$ cat src/rtl/core/bsc_pkg.sv
// ----------------------------------------------------------------------------
// bsc_pkg
// shared widths, register codes and coefficient bundle
// ----------------------------------------------------------------------------
`default_nettype none

package bsc_pkg;

  localparam int SCALED_FRAC_BITS = 24;

  localparam int RAW_W     = 24;
  localparam int SCALE_W   = 24;
  localparam int CFG_W     = 64;
  localparam int CFG_IDX_W = 3;
  localparam int PRES_W    = 32;
  localparam int TEMP_W    = 24;

  // scaled reading: SCALED_FRAC_BITS+6 magnitude bits plus sign
  localparam int QB  = SCALED_FRAC_BITS + 6;
  localparam int QW  = QB + 1;
  // inner polynomial terms
  localparam int AW  = SCALED_FRAC_BITS + 23;
  localparam int ALO = (AW + 1) / 2;
  localparam int AHI = AW - ALO;
  localparam int BW  = 2 * SCALED_FRAC_BITS + 30;
  localparam int BC  = (BW + 3) / 4;
  localparam int BTOP = BW - 3 * BC;
  localparam int NW  = 3 * SCALED_FRAC_BITS + 38;
  localparam int TNW = SCALED_FRAC_BITS + 20;
  localparam int PSH = 3 * SCALED_FRAC_BITS - 6;
  localparam int TSH = SCALED_FRAC_BITS - 7;

  localparam int DIV_LAT  = SCALED_FRAC_BITS + 8;
  localparam int POLY_LAT = 11;
  localparam int TOT_LAT  = DIV_LAT + POLY_LAT;

  localparam logic [SCALE_W-1:0] SCALE_RESET = SCALE_W'(524288);

  typedef enum logic [CFG_IDX_W-1:0] {
    CFG_TEMP_COEFS   = 3'd0,
    CFG_PRES_OFS_LIN = 3'd1,
    CFG_PRES_CROSS   = 3'd2,
    CFG_PRES_CUBIC   = 3'd3,
    CFG_TEMP_SCALE   = 3'd4,
    CFG_PRES_SCALE   = 3'd5
  } cfg_idx_t;

  typedef struct packed {
    logic signed [11:0] c0;
    logic signed [11:0] c1;
    logic signed [19:0] c00;
    logic signed [19:0] c10;
    logic signed [15:0] c01;
    logic signed [15:0] c11;
    logic signed [15:0] c20;
    logic signed [15:0] c21;
    logic signed [15:0] c30;
  } coef_t;

endpackage

`default_nettype wire

$ cat src/rtl/core/bsc_div.sv
// ----------------------------------------------------------------------------
// bsc_div
// pipelined restoring divider: raw reading to signed scaled fixed point
// ----------------------------------------------------------------------------
`default_nettype none

module bsc_div
  import bsc_pkg::*;
(
  input  wire logic                     clk,
  input  wire logic                     en,
  input  wire logic signed [RAW_W-1:0]  raw,
  input  wire logic [SCALE_W-1:0]       scale,
  output logic signed [QW-1:0]          scaled
);

  logic [RAW_W-1:0]   mag;
  logic               ovf;

  logic [SCALE_W-1:0] rem_r [0:QB];
  logic [QB-1:0]      q_r   [0:QB];
  logic [5:0]         lo_r  [0:QB];
  logic               neg_r [0:QB];
  logic               ovf_r [0:QB];
  logic signed [QW-1:0] scaled_r;
  logic [QB-1:0]      mq;

  assign mag = raw[RAW_W-1] ? RAW_W'(-raw) : RAW_W'(raw);
  // quotient exceeds the magnitude limit exactly when mag >= scale * 64
  assign ovf = (RAW_W + 6)'(mag) >= {scale, 6'b0};

  always_ff @(posedge clk) begin
    if (en) begin
      rem_r[0] <= SCALE_W'(mag[RAW_W-1:6]);
      lo_r[0]  <= mag[5:0];
      q_r[0]   <= '0;
      neg_r[0] <= raw[RAW_W-1];
      ovf_r[0] <= ovf;
    end
  end

  for (genvar i = 0; i < QB; i++) begin : g_step
    logic [SCALE_W:0] shifted;
    logic [SCALE_W:0] trial;
    assign shifted = {rem_r[i], lo_r[i][5]};
    assign trial   = shifted - {1'b0, scale};

    always_ff @(posedge clk) begin
      if (en) begin
        rem_r[i+1] <= trial[SCALE_W] ? shifted[SCALE_W-1:0] : trial[SCALE_W-1:0];
        q_r[i+1]   <= {q_r[i][QB-2:0], ~trial[SCALE_W]};
        lo_r[i+1]  <= {lo_r[i][4:0], 1'b0};
        neg_r[i+1] <= neg_r[i];
        ovf_r[i+1] <= ovf_r[i];
      end
    end
  end

  assign mq = ovf_r[QB] ? {QB{1'b1}} : q_r[QB];

  always_ff @(posedge clk) begin
    if (en) begin
      scaled_r <= neg_r[QB] ? -$signed({1'b0, mq}) : $signed({1'b0, mq});
    end
  end

  assign scaled = scaled_r;

endmodule

`default_nettype wire

$ cat config.mk
export PLATFORM = sky130hd
export DESIGN_NAME = bsc_div
export DESIGN_NICKNAME = d
export VERILOG_FILES = /design/src/rtl/core/bsc_pkg.sv /design/src/rtl/core/bsc_div.sv
export SDC_FILE = /design/constraint.sdc
export NUM_CORES = 2
export LEC_CHECK = 0
export BUFFER_PORTS_ARGS = -buffer_cell sky130_fd_sc_hd__buf_4
export CAP_MARGIN = 20
export CORE_MARGIN = 8
export CORE_UTILIZATION = 35
export DETAILED_ROUTE_END_ITERATION = 10
export GPL_TIMING_DRIVEN = 0
export PLACE_DENSITY_LB_ADDON = 0.08
export SETUP_SLACK_MARGIN = 0.5
export SLEW_MARGIN = 40
export SYNTH_ARGS = -nofsm -noshare
export SYNTH_HDL_FRONTEND = slang
export SYNTH_SLANG_ARGS = --single-unit
$ cat constraint.sdc
create_clock -name clk -period 5.6 [get_ports clk]
set_input_delay 1.12 -clock clk [delete_from_list [all_inputs] [get_ports clk]]
set_output_delay 1.12 -clock clk [all_outputs]
set_load 0.02 [all_outputs]
==> run_results.csv <==
group,metric,value,unit
floorplanning,num_rows,176,
cells_and_area,final_cells,10117,
sta,slew_headroom,46.17,%
clocking,postCtsResizedCells,0,
yosys,synthArstFlopShare,0,%
sta,worst_pin_slew,807.4,ps
yosys,ys.flop_type,"edfxtp_1",
worst_setup_path,startpoint_type,"input pin",
place,finalWeightedCongestion,0.8323,
sta,min_period,4773,ps
clocking,post-cts-setup-buffers,0,
yosys,synthTopCellsByArea,"edfxtp_1 48%, ha_1 11%, mux2_2 8.2%, xnor2_1 4.5%, a21oi_1 2.9%",
sta,hold_violations,0,
yosys,synth_common_cells,"1293 x edfxtp_1, 712 x ha_1, 584 x mux2_2",
routing,ant_nets,0,
routing,dr_wl_met3,6.115,mm
place,dpl.cell_count,9832,
grt,antenna_found_initial,5,
status,outcome,"finished clean",
yosys,synth_edf_count,1293,
flow_run,maxCapViolCount,0,
floorplanning,die_height,496.0,µm
yosys,syn-instance-count,6689,
yosys,synthSimpleGateAreaFrac,8.739,%
yosys,avgSynthCellArea,12.06,µm²
sta,fmax,0.2095,GHz
clocking,clock_latency,820,ps
cells_and_area,drive_gt1_share,16.29,%
clocking,htree_levels,4,
routing,routed_wl,211.2,mm
routing,wl_met1,98.65,mm
yosys,ys_seq_area_share,48.15,%
worst_setup_path,worst_setup_path_end_kind,"flip-flop",
yosys,synth_top_area_cell,"edfxtp_1",
routing,drc,0,
clocking,clock_path_buffers,3,
routing,wl_per_cell,20.87,µm
yosys,ys_seq_elements,1293,
yosys,synthMuxAreaShare,9.135,%
yosys,synthAdderAreaFrac,11.77,%
worst_setup_path,cp_max_fo,20,
floorplanning,ioPinCount,81,
floorplanning,die_w,496.0,µm
yosys,syn-cell-area,80640,µm²
cells_and_area,fillers,21793,
sta,slew_viol_final,0,
sta,finClkSkew,30.82,ps
floorplanning,start_util,35.14,%
grt,grt_pass1_wl,319.2,mm
pwr,powerDensity,647.5,nW/µm²
yosys,synth_most_common_cell,"edfxtp_1",
worst_setup_path,crit_arrival,5330,ps
grt,grt_max_degree,119,
yosys,synth_compound_area_share,13.82,%
yosys,ys_types,104,
routing,vias,52939,
cells_and_area,area_growth,13.07,%
routing,firstDrtPassIters,5,
grt,grt_pass1_vias,52754,
sta,fin_crit_sh,85.24,%
sta,rsz0062_at_grt,"no",
clocking,numCtsBuffers,157,
floorplanning,dieArea,246000,µm²
worst_setup_path,critPathRequiredTime,6160,ps
place,io_buffers,80,
yosys,synth_top_family_by_area,"compound AO/OA/AOI/OAI gates",
routing,drt-initial-drc-count,3016,
worst_setup_path,criticalPathCategory,"input pin to flip-flop",
floorplanning,core_area,229500,µm²
grt,track_usage,16.74,%
cells_and_area,final_nets,7756,
grt,grt-ovfl-total,0,
place,pre_cts_ws,-57.90,ps
place,place_area,86090,µm²
clocking,cts_root_buf,"clkbuf_16",
yosys,yosys_warnings,0,
sta,fin_ws,826.5,ps
sta,finalSetupViolations,0,
clocking,cts_tree,"done",
pwr,p_leak,0.03506,µW
yosys,synth_top_area_share,48.15,%
place,dpl.hpwl,149.1,mm
yosys,synthXorXnorAreaFrac,6.638,%
pwr,vdd_ir_drop_max,0.0002892,V
sta,hold_ws,395.3,ps
cells_and_area,design_area,91170,µm²
routing,vias_per_cell,5.233,
hold_path,min_path_type,"flip-flop to flip-flop",
clocking,clk_pin_slew,60,ps
clocking,clock-sinks,1293,
sta,fin_setup_tns,0,ps
clocking,cts-hold-fix-buffers,0,
routing,wl_met2,100.0,mm
routing,top_layer,"met4",
critical path, stage by stage:
cell and delay [ps]:
buf_4 140, inv_4 300, buf_12 270, ha_1 310
o21ai_0 250, a21oi_1 130, o21ai_0 520, o211ai_1 280
nand4_1 190, a31oi_1 130, a21o_1 200, a21oi_1 230
xnor2_2 280, buf_2 500, mux2_2 410
power breakdown:
| group | leakage (µW) | internal, µW | total, µW | switching [µW] |
|---|---|---|---|---|
| clock network | 0.00243 | 5730 | 10000 | 4290 |
| registers | 0.0127 | 15900 | 17800 | 1950 |
| logic | 0.0200 | 15100 | 31200 | 16100 |
cell usage in the layout, fill, tap and decap left out, types with 32 or more instances in the layout:
cell,instances
nor3_1,110
a21oi_1,472
nand3_1,87
a31oi_1,67
a211oi_1,57
buf_4,100
nor2b_1,118
nor2_1,403
clkbuf_1,58
nand2_1,286
o211ai_1,32
o21a_1,117
o21ai_0,298
nand2b_1,108
and3_1,71
or3_1,39
o21bai_1,45
ha_1,712
edfxtp_1,1293
xnor2_1,412
clkinv_1,32
a21o_1,237
mux2i_1,53
clkbuf_16,157
o31a_1,42
mux2_2,584
inv_1,189
xor2_1,161
nand4_1,53
final cells by class:
| type | instances | area (µm²) | share of cell area, % |
|---|---|---|---|
| multi-input cells | 5086 | 40420 | 44.33 |
| flip-flops and latches | 1293 | 38830 | 42.59 |
| clock buffers | 187 | 4041 | 4.433 |
| well taps | 3026 | 3786 | 4.153 |
| repair buffers | 116 | 1536 | 1.685 |
| clock inverters | 96 | 1039 | 1.139 |
| inverters | 214 | 910.9 | 0.9991 |
| plain buffers | 97 | 610.6 | 0.6697 |
| diodes | 2 | 5.005 | 0.005489 |
final timing paths:
path                               start                       to  slack, ps  depth (start not counted)
max                             scale[3]  rem_r[0][309]$_DFFE_PP_        830                         15
min                q_r[1][168]$_DFFE_PP_    q_r[1][199]$_DFFE_PP_        400                          0
max reg2reg  rem_r[0][264]$_SDFFCE_PN0P_  rem_r[0][309]$_DFFE_PP_       1250                         13
min reg2reg        q_r[1][168]$_DFFE_PP_    q_r[1][199]$_DFFE_PP_        400                          0
registers in the layout, summed over array words and instances, names as in the netlist:
| register | flops |
|---|---|
| lo_r | 21 |
| neg_r | 31 |
| ovf_r | 31 |
| q_r | 465 |
| rem_r | 714 |
| scaled | 31 |
per-layer routing:
layer | global-route usage (%) | up-vias
li1 | - | 26294
met1 | 22.29 | 25584
met2 | 28.45 | 776
met3 | 2.183 | 285
met4 | 5.062 | 0
met5 | 0 | -
kinds of logic after synthesis:
group,after synthesis
DFF,1293
and+or+nand+nor,1415
muxes,655
other,1
AOI/OAI and AO/OA,1679
buffers and inverters,311
xor gates and xnor gates,594
adders and majority gates,741
through the flow:
| step | utilization [%] | power, µW |
|---|---|---|
| 2_1_floorplan | - | 41170 |
| 3_3_place_gp | 37.06 | 49290 |
| 3_5_place_dp | 37.52 | 49150 |
| 4_1_cts | 39.73 | 59780 |
| 5_1_grt | 39.73 | 63400 |
| 6_report | 39.73 | 59040 |
Power figures use the tool's default switching activity.
